File: config.mk
export PLATFORM = sky130hd
export DESIGN_NAME = lru_page_buffer_directory
export DESIGN_NICKNAME = d
export VERILOG_FILES = /design/src/lpbd_pkg.sv /design/src/lpbd_cfg_regs.sv /design/src/lpbd_lookup.sv /design/src/lpbd_state.sv /design/src/lru_page_buffer_directory.sv
export SDC_FILE = /design/constraint.sdc
export NUM_CORES = 2
export LEC_CHECK = 0
export ABC_AREA = 1
export BUFFER_PORTS_ARGS = -buffer_cell sky130_fd_sc_hd__buf_2
export CAP_MARGIN = 10
export CORE_MARGIN = 1.5
export CORE_UTILIZATION = 54
export CTS_CLUSTER_DIAMETER = 40
export DETAILED_ROUTE_END_ITERATION = 12
export GPL_ROUTABILITY_DRIVEN = 0
export HOLD_SLACK_MARGIN = 0.02
export PLACE_DENSITY_LB_ADDON = 0.08
export REMOVE_ABC_BUFFERS = 1
export SLEW_MARGIN = 15
export SYNTH_ARGS = -nofsm -noshare
export SYNTH_HDL_FRONTEND = slang
export SYNTH_SLANG_ARGS = --single-unit
File: constraint.sdc
create_clock -name clk_i -period 14.1 [get_ports clk_i]
set_input_delay 2.82 -clock clk_i [delete_from_list [all_inputs] [get_ports clk_i]]
set_output_delay 2.82 -clock clk_i [all_outputs]
set_load 0.01 [all_outputs]
File: src/lpbd_pkg.sv
// ----------------------------------------------------------------------------
// lpbd_pkg
// Shared types and constants of the LRU page buffer directory.
// ----------------------------------------------------------------------------
`default_nettype none

package lpbd_pkg;

  localparam int ENTRIES = 16;
  localparam int IDX_W   = (ENTRIES > 1) ? $clog2(ENTRIES) : 1;
  localparam int RANK_W  = IDX_W;
  localparam int OCC_W   = $clog2(ENTRIES + 1);
  localparam int ADDR_W  = 3;
  localparam int DATA_W  = 32;
  localparam int REG_SEL_BIT = 2;

  localparam logic [4:0] CAPACITY_RESET = 5'd16;

  typedef enum logic [1:0] {
    MODE_READ   = 2'd0,
    MODE_STORE  = 2'd1,
    MODE_INSERT = 2'd2,
    MODE_DELETE = 2'd3
  } lpbd_mode_e;

  typedef enum logic [1:0] {
    REQ_NONE   = 2'd0,
    REQ_FETCH  = 2'd1,
    REQ_WRITE  = 2'd2,
    REQ_DELETE = 2'd3
  } lpbd_req_e;

  typedef enum logic {
    REG_CAPACITY      = 1'b0,
    REG_WRITE_THROUGH = 1'b1
  } lpbd_reg_e;

  typedef struct packed {
    logic [1:0]  mode;
    logic [31:0] page;
  } lpbd_in_t;

  typedef struct packed {
    logic        hit;
    logic [3:0]  slot;
    logic [1:0]  backing_request;
    logic        evicted;
    logic [31:0] evicted_page;
    logic        evict_writeback;
    logic [31:0] hit_count;
  } lpbd_out_t;

  typedef struct packed {
    logic [OCC_W-1:0] eff_cap;
    logic             write_through;
  } lpbd_cfg_t;

  typedef struct packed {
    logic             hit;
    logic [IDX_W-1:0] hit_idx;
    logic             evict;
    logic [IDX_W-1:0] lru_idx;
    logic [IDX_W-1:0] free_idx;
  } lpbd_look_t;

  typedef logic [ENTRIES-1:0][31:0]       tag_vec_t;
  typedef logic [ENTRIES-1:0][RANK_W-1:0] rank_vec_t;

  function automatic logic [3:0] to_slot(input logic [IDX_W-1:0] idx);
    return 4'(idx);
  endfunction

endpackage

`default_nettype wire

File: src/lpbd_cfg_regs.sv
// ----------------------------------------------------------------------------
// lpbd_cfg_regs
// APB configuration registers: capacity and write-through mode.
// ----------------------------------------------------------------------------
`default_nettype none

module lpbd_cfg_regs (
  input  wire logic                         clk_i,
  input  wire logic                         rst_ni,
  input  wire logic                         psel,
  input  wire logic                         penable,
  input  wire logic                         pwrite,
  input  wire logic [lpbd_pkg::ADDR_W-1:0]  paddr,
  input  wire logic [lpbd_pkg::DATA_W-1:0]  pwdata,
  output logic      [lpbd_pkg::DATA_W-1:0]  prdata,
  output logic                              pready,
  output lpbd_pkg::lpbd_cfg_t               cfg_o
);

  logic [4:0]          capacity_q;
  logic                write_through_q;
  logic                wr_en;
  lpbd_pkg::lpbd_reg_e reg_sel;

  assign pready  = 1'b1;
  assign wr_en   = psel && penable && pwrite;
  assign reg_sel = lpbd_pkg::lpbd_reg_e'(paddr[lpbd_pkg::REG_SEL_BIT]);

  always_ff @(posedge clk_i or negedge rst_ni) begin
    if (!rst_ni) begin
      capacity_q      <= lpbd_pkg::CAPACITY_RESET;
      write_through_q <= 1'b0;
    end else if (wr_en) begin
      unique case (reg_sel)
        lpbd_pkg::REG_CAPACITY:      capacity_q      <= pwdata[4:0];
        lpbd_pkg::REG_WRITE_THROUGH: write_through_q <= pwdata[0];
        default: ;
      endcase
    end
  end

  always_comb begin
    unique case (reg_sel)
      lpbd_pkg::REG_CAPACITY:      prdata = {{(lpbd_pkg::DATA_W-5){1'b0}}, capacity_q};
      lpbd_pkg::REG_WRITE_THROUGH: prdata = {{(lpbd_pkg::DATA_W-1){1'b0}}, write_through_q};
      default:                     prdata = '0;
    endcase
  end

  always_comb begin
    cfg_o.write_through = write_through_q;
    priority if (capacity_q == 5'd0) begin
      cfg_o.eff_cap = lpbd_pkg::OCC_W'(1);
    end else if (32'(capacity_q) > 32'(lpbd_pkg::ENTRIES)) begin
      cfg_o.eff_cap = lpbd_pkg::OCC_W'(lpbd_pkg::ENTRIES);
    end else begin
      cfg_o.eff_cap = lpbd_pkg::OCC_W'(capacity_q);
    end
  end

endmodule

`default_nettype wire

File: src/lpbd_lookup.sv
// ----------------------------------------------------------------------------
// lpbd_lookup
// Parallel tag match, LRU entry pick and free slot pick.
// ----------------------------------------------------------------------------
`default_nettype none

module lpbd_lookup (
  input  wire lpbd_pkg::tag_vec_t            tags_i,
  input  wire logic [lpbd_pkg::ENTRIES-1:0]  valid_i,
  input  wire lpbd_pkg::rank_vec_t           rank_i,
  input  wire logic [31:0]                   page_i,
  input  wire logic [lpbd_pkg::OCC_W-1:0]    occ_i,
  input  wire lpbd_pkg::lpbd_cfg_t           cfg_i,
  output lpbd_pkg::lpbd_look_t               look_o
);

  logic lru_found;

  always_comb begin
    look_o    = '0;
    lru_found = 1'b0;
    for (int i = lpbd_pkg::ENTRIES - 1; i >= 0; i--) begin
      if (valid_i[i] && (tags_i[i] == page_i)) begin
        look_o.hit     = 1'b1;
        look_o.hit_idx = lpbd_pkg::IDX_W'(i);
      end
      if (valid_i[i] && (rank_i[i] == '0)) begin
        lru_found      = 1'b1;
        look_o.lru_idx = lpbd_pkg::IDX_W'(i);
      end
    end
    look_o.evict = lru_found && (occ_i >= cfg_i.eff_cap);
    for (int i = lpbd_pkg::ENTRIES - 1; i >= 0; i--) begin
      if (!valid_i[i] || (look_o.evict && (look_o.lru_idx == lpbd_pkg::IDX_W'(i)))) begin
        look_o.free_idx = lpbd_pkg::IDX_W'(i);
      end
    end
  end

endmodule

`default_nettype wire

File: src/lpbd_state.sv
// ----------------------------------------------------------------------------
// lpbd_state
// Directory state and its registered update for one request.
// ----------------------------------------------------------------------------
`default_nettype none

module lpbd_state (
  input  wire logic                  clk_i,
  input  wire logic                  rst_ni,
  input  wire logic                  fire_i,
  input  wire lpbd_pkg::lpbd_in_t    item_i,
  input  wire lpbd_pkg::lpbd_cfg_t   cfg_i,
  output lpbd_pkg::lpbd_out_t        res_o
);

  lpbd_pkg::tag_vec_t                tags_q, tags_d;
  logic [lpbd_pkg::ENTRIES-1:0]      valid_q, valid_d;
  logic [lpbd_pkg::ENTRIES-1:0]      dirty_q, dirty_d;
  lpbd_pkg::rank_vec_t               rank_q, rank_d;
  logic [lpbd_pkg::OCC_W-1:0]        occ_q, occ_d;
  logic [31:0]                       hits_q, hits_d;

  lpbd_pkg::lpbd_look_t              look;
  lpbd_pkg::lpbd_mode_e              mode;
  logic                              is_del;
  logic                              alloc;
  logic                              evict;
  logic                              count_hit;
  logic [lpbd_pkg::RANK_W-1:0]       hit_rank;

  lpbd_lookup u_lookup (
    .tags_i (tags_q),
    .valid_i(valid_q),
    .rank_i (rank_q),
    .page_i (item_i.page),
    .occ_i  (occ_q),
    .cfg_i  (cfg_i),
    .look_o (look)
  );

  assign mode     = lpbd_pkg::lpbd_mode_e'(item_i.mode);
  assign is_del   = (mode == lpbd_pkg::MODE_DELETE);
  assign alloc    = !look.hit && !is_del;
  assign evict    = alloc && look.evict;
  assign hit_rank = rank_q[look.hit_idx];
  assign count_hit = look.hit && ((mode == lpbd_pkg::MODE_READ) ||
                                  ((mode == lpbd_pkg::MODE_STORE) && !cfg_i.write_through));

  always_comb begin
    tags_d  = tags_q;
    valid_d = valid_q;
    dirty_d = dirty_q;
    rank_d  = rank_q;
    occ_d   = occ_q;
    hits_d  = hits_q;

    for (int i = 0; i < lpbd_pkg::ENTRIES; i++) begin
      if (valid_q[i]) begin
        if (look.hit && (rank_q[i] > hit_rank)) begin
          rank_d[i] = rank_q[i] - 1'b1;
        end else if (evict && (rank_q[i] != '0)) begin
          rank_d[i] = rank_q[i] - 1'b1;
        end
      end
    end

    if (look.hit) begin
      if (is_del) begin
        valid_d[look.hit_idx] = 1'b0;
        dirty_d[look.hit_idx] = 1'b0;
        rank_d[look.hit_idx]  = '0;
        occ_d                 = occ_q - 1'b1;
      end else begin
        rank_d[look.hit_idx] = lpbd_pkg::RANK_W'(occ_q - 1'b1);
        if (mode == lpbd_pkg::MODE_STORE) begin
          dirty_d[look.hit_idx] = !cfg_i.write_through;
        end else if (mode == lpbd_pkg::MODE_INSERT) begin
          dirty_d[look.hit_idx] = 1'b0;
        end
      end
    end else if (alloc) begin
      if (evict) begin
        valid_d[look.lru_idx] = 1'b0;
        dirty_d[look.lru_idx] = 1'b0;
      end
      tags_d[look.free_idx]  = item_i.page;
      valid_d[look.free_idx] = 1'b1;
      dirty_d[look.free_idx] = (mode == lpbd_pkg::MODE_STORE) && !cfg_i.write_through;
      if (evict) begin
        rank_d[look.free_idx] = lpbd_pkg::RANK_W'(occ_q - 1'b1);
      end else begin
        rank_d[look.free_idx] = lpbd_pkg::RANK_W'(occ_q);
        occ_d                 = occ_q + 1'b1;
      end
    end

    if (count_hit && (hits_q != '1)) begin
      hits_d = hits_q + 1'b1;
    end
  end

  always_comb begin
    res_o                 = '0;
    res_o.hit             = look.hit;
    res_o.evicted         = evict;
    res_o.evicted_page    = evict ? tags_q[look.lru_idx] : 32'd0;
    res_o.evict_writeback = evict && dirty_q[look.lru_idx];
    res_o.hit_count       = hits_d;
    if (is_del) begin
      res_o.slot = 4'd0;
    end else if (look.hit) begin
      res_o.slot = lpbd_pkg::to_slot(look.hit_idx);
    end else begin
      res_o.slot = lpbd_pkg::to_slot(look.free_idx);
    end
    unique case (mode)
      lpbd_pkg::MODE_READ:   res_o.backing_request = look.hit ? lpbd_pkg::REQ_NONE
                                                              : lpbd_pkg::REQ_FETCH;
      lpbd_pkg::MODE_STORE:  res_o.backing_request = cfg_i.write_through ? lpbd_pkg::REQ_WRITE
                                                                         : lpbd_pkg::REQ_NONE;
      lpbd_pkg::MODE_INSERT: res_o.backing_request = lpbd_pkg::REQ_WRITE;
      lpbd_pkg::MODE_DELETE: res_o.backing_request = lpbd_pkg::REQ_DELETE;
      default:               res_o.backing_request = lpbd_pkg::REQ_NONE;
    endcase
  end

  always_ff @(posedge clk_i) begin
    if (fire_i) begin
      tags_q <= tags_d;
    end
  end

  always_ff @(posedge clk_i or negedge rst_ni) begin
    if (!rst_ni) begin
      valid_q <= '0;
      dirty_q <= '0;
      rank_q  <= '0;
      occ_q   <= '0;
      hits_q  <= '0;
    end else if (fire_i) begin
      valid_q <= valid_d;
      dirty_q <= dirty_d;
      rank_q  <= rank_d;
      occ_q   <= occ_d;
      hits_q  <= hits_d;
    end
  end

endmodule

`default_nettype wire

File: src/lru_page_buffer_directory.sv
// Flow: a request is captured in the input register and its result then in the
// result register, raising out_valid_o; a stalled held result delays this.
// Throughput: one request per cycle while the output is not stalled; tag match
// and rank update are combinational between the input and result registers.
// Reset: asynchronous, active low; empties the directory, clears the hit count,
// sets capacity to 16 and selects write-back.
// ----------------------------------------------------------------------------
// lru_page_buffer_directory
// Directory of a fully associative LRU page buffer with APB configuration.
// ----------------------------------------------------------------------------
`default_nettype none

module lru_page_buffer_directory (
  input  wire logic                         clk_i,
  input  wire logic                         rst_ni,
  input  wire logic                         in_valid_i,
  output logic                              in_stall_o,
  input  wire lpbd_pkg::lpbd_in_t           in_data_i,
  output logic                              out_valid_o,
  input  wire logic                         out_stall_i,
  output lpbd_pkg::lpbd_out_t               out_data_o,
  input  wire logic                         psel,
  input  wire logic                         penable,
  input  wire logic                         pwrite,
  input  wire logic [lpbd_pkg::ADDR_W-1:0]  paddr,
  input  wire logic [lpbd_pkg::DATA_W-1:0]  pwdata,
  output logic      [lpbd_pkg::DATA_W-1:0]  prdata,
  output logic                              pready
);

  lpbd_pkg::lpbd_cfg_t cfg;
  lpbd_pkg::lpbd_in_t  in_q;
  logic                in_vld_q;
  lpbd_pkg::lpbd_out_t out_q;
  logic                out_vld_q;
  lpbd_pkg::lpbd_out_t res;
  logic                out_free;
  logic                fire;

  lpbd_cfg_regs u_cfg (
    .clk_i  (clk_i),
    .rst_ni (rst_ni),
    .psel   (psel),
    .penable(penable),
    .pwrite (pwrite),
    .paddr  (paddr),
    .pwdata (pwdata),
    .prdata (prdata),
    .pready (pready),
    .cfg_o  (cfg)
  );

  lpbd_state u_state (
    .clk_i (clk_i),
    .rst_ni(rst_ni),
    .fire_i(fire),
    .item_i(in_q),
    .cfg_i (cfg),
    .res_o (res)
  );

  assign out_free    = !out_vld_q || !out_stall_i;
  assign fire        = in_vld_q && out_free;
  assign in_stall_o  = in_vld_q && !out_free;
  assign out_valid_o = out_vld_q;
  assign out_data_o  = out_q;

  always_ff @(posedge clk_i) begin
    if (in_valid_i && !in_stall_o) begin
      in_q <= in_data_i;
    end
    if (fire) begin
      out_q <= res;
    end
  end

  always_ff @(posedge clk_i or negedge rst_ni) begin
    if (!rst_ni) begin
      in_vld_q  <= 1'b0;
      out_vld_q <= 1'b0;
    end else begin
      if (in_valid_i && !in_stall_o) begin
        in_vld_q <= 1'b1;
      end else if (fire) begin
        in_vld_q <= 1'b0;
      end
      if (fire) begin
        out_vld_q <= 1'b1;
      end else if (!out_stall_i) begin
        out_vld_q <= 1'b0;
      end
    end
  end

endmodule

`default_nettype wire

==> metrics.yaml <==
critPathSlowestCell: "inv_1"
setup_viol: 0
pwr-share-clk: 0.412
fin_ws_ns: 5.84
grt.total_usage: 0.409
h-tree-depth: 4
max-cap-violations: 0
mostFrequentLayoutCell: "nand2_1"
ctsLongestPathBuffers: 3
powerDensity_mw_per_mm2: 165
drc: 0
drt_wl_total_mm: 173
num-fill-cells: 6857
synth_cell_types: 67
rrSetupSlack_ns: 5.84
cts.sinks: 760
dp_hpwl_mm: 115
fin_cells: 6226
p_int_mw: 5.56
crit_top_cell: "nand2_1"
areaGrowthSynthToFinish_pct: 14.2
rsz0062_at_grt: "no"
ctsHoldBuffers: 0
mostFrequentLayoutCells: "nand2_1 (1030), edfxtp_1 (619), inv_1 (580)"
stdcell_area_sq_mm: 0.0506
hold_end: "u_state.occ_q[4]"
hp-start: "u_state.occ_q[4]"
cp_num_buf_inv: 6
irDropWorstVdd_mv: 0.130
die_y_um: 289
cts_buffers: 133
dp_slack_ns: 6.35
via_per_inst: 6.52
io_buffers: 126
num_rows: 104
cp_max_fo: 29
leakage_nw: 21.0
syn-instance-count: 4964
fin_skew_ns: 0.0404
status: "completed"
arrival_ns: 8.86
grt_pass1_vias: 37000
die_x_um: 289
critical_path_class: "reg2reg"
drtIter0Drc: 6726
start_util: 0.548
synth_edf_count: 619
ys_ff_latch: 760
cts_tree: "built"
core-area_sq_mm: 0.0808
antenna_left: 0
async_flop_share: 0.186
synth_compound_area_frac: 0.155
fmax_ghz: 0.121
end_kind: "flip-flop"
path_clk_slew_ns: 0.05
cts_resized: 0
ys_seq_area_frac: 0.499
switchingPower_mw: 2.79
root_buffer: "clkbuf_16"
drive_above_1_share: 0.119
tns_ns: 0
required_ns: 14.69
dp.cells: 5982
hold_depth: 1
firstDrtPassIters: 7
dieArea_sq_mm: 0.0837
synth_xor_area_frac: 0.0378
io_pins: 184
reg2reg_depth: 40
yosys_warnings: 0
synthSimpleGateAreaFrac: 0.193
vias: 40600
dpl_cell_area_sq_mm: 0.0458
slew_violations: 0
grt-ovfl-total: 0
clock_latency_ns: 0.74
max-slew-margin-rel: 0.184
synthMuxAreaShare: 0.000678
power_mw: 8.35
reg2reg_to: "u_state.rank_q[51]"
critPathMaxStageDelay_ns: 0.73
worst_pin_slew_ns: 1.22
hold_viol: 0
fin_crit_sh: 0.586
synth_fa_ha_area_frac: 0.0299
wl_per_cell_um: 27.9
synth-main-ff-cell: "edfxtp_1"
pwr-share-comb: 0.234
num-nets-final: 5239
p_sw_frac: 0.335
cts_setup_buffers: 0
hold_class: "reg2reg"
period_needed_ns: 8.26
reg2reg_from: "in_q[24]"
synth_area_sq_mm: 0.0443
syn_avg_cell_area_sq_um: 8.92
setup.worst_path.start_class: "flip-flop"
grt_pass1_wl_mm: 248
grt_max_degree: 144
cpLargestDelayFamily: "simple AND/OR/NAND/NOR gates"
p_seq_frac: 0.354
synth_top_family_by_area: "simple AND/OR/NAND/NOR gates"
antenna_found_initial: 5
==> worst reg2reg max path, delay by kind of cell, from the launching register on <==
family,cells,cell delay [ns]
and+or+nand+nor,23,3.05
buffers and inverters,6,2.02
adders and majority gates,1,0.33
AOI/OAI and AO/OA,9,2.15
xor gates and xnor gates,1,0.22
DFF,1,0.36
==> metrics by stage <==
stage	hold slack, ns	utilization
after floorplan	0.446	-
after global placement	0.462	0.567
after detailed placement	0.468	0.567
after CTS	0.478	0.626
after global routing	0.497	0.626
final	0.476	0.626
==> logic make-up (layout without fill, tap and decap cells) <==
logic type	after synthesis	count (layout)
adder cells (fa/ha/maj)	106	106
multiplexers	3	3
AND/OR/NAND/NOR	1927	1927
other	2	29
buffers and inverters	911	1086
XOR/XNOR	191	191
AO/OA/AOI/OAI	1064	1064
flip-flops	760	760
==> worst max path at each step <==
stage                                      to        start  depth (start not counted)
after floorplan           u_state.tags_q[224]  out_stall_i                          5
after global placement     u_state.rank_q[51]     in_q[24]                         37
after detailed placement   u_state.rank_q[51]     in_q[24]                         40
after CTS                  u_state.rank_q[51]     in_q[24]                         40
after global routing       u_state.rank_q[51]     in_q[24]                         40
final                      u_state.rank_q[51]     in_q[24]                         40
==> synthesized netlist by cell type (67+ instances only) <==
| cell type | count | area (sq um) |
|---|---|---|
| xor2_1 | 118 | 1030 |
| nor2_1 | 379 | 1420 |
| a21oi_1 | 240 | 1200 |
| ha_1 | 106 | 1330 |
| clkbuf_1 | 136 | 510 |
| buf_2 | 67 | 335 |
| nor4_1 | 67 | 419 |
| inv_1 | 583 | 2190 |
| o21ai_0 | 190 | 951 |
| nand3_1 | 196 | 981 |
| xnor2_1 | 73 | 639 |
| nand2_1 | 1031 | 3870 |
| o2111ai_1 | 94 | 823 |
| o22ai_1 | 262 | 1640 |
| nand4_1 | 106 | 663 |
| dfrtp_1 | 140 | 3500 |
| edfxtp_1 | 619 | 18600 |
==> cell type report <==
class                   instances  area, sq um  share of cell area
multi-input cells            3319        18700               0.370
clock buffers                 156         3580              0.0708
diodes                          1         2.50           0.0000495
well taps                    1060         1330              0.0262
flip-flops and latches        760        22100               0.437
inverters                     632         2400              0.0474
repair buffers                211         1270              0.0252
clock inverters                87         1150              0.0227
==> sequential cells by signal, indices dropped and copies added (netlist names) <==
name and cells:
u_state.valid_q 16, out_valid_o 1, u_state.tags_q 512, u_cfg.capacity_q 5, u_state.dirty_q 16, in_vld_q 1
out_data_o 73, u_cfg.write_through_q 1, u_state.occ_q 5, u_state.rank_q 64, in_q 34, u_state.hits_q 32
==> per-layer routing <==
layer / up-vias / part of all wire / track usage
met1: 19000 / 0.36 / 0.533
li1: 17600 / - / -
met2: 3257 / 0.41 / 0.586
met3: 735 / 0.14 / 0.130
met4: 6 / 0.078 / 0.265
met5: - / 0.00023 / 0
==> power by group through the flow <==
stage | logic [mW] | registers (mW) | clock network, mW
global route | 2.14 | 2.98 | 3.53
floorplan | 1.23 | 2.93 | 0
detailed placement | 1.89 | 2.98 | 0
global placement | 1.85 | 2.98 | 0
CTS | 1.91 | 2.94 | 3.44
finish | 1.95 | 2.96 | 3.44
Note: power is estimated with default switching activity, not from simulation.
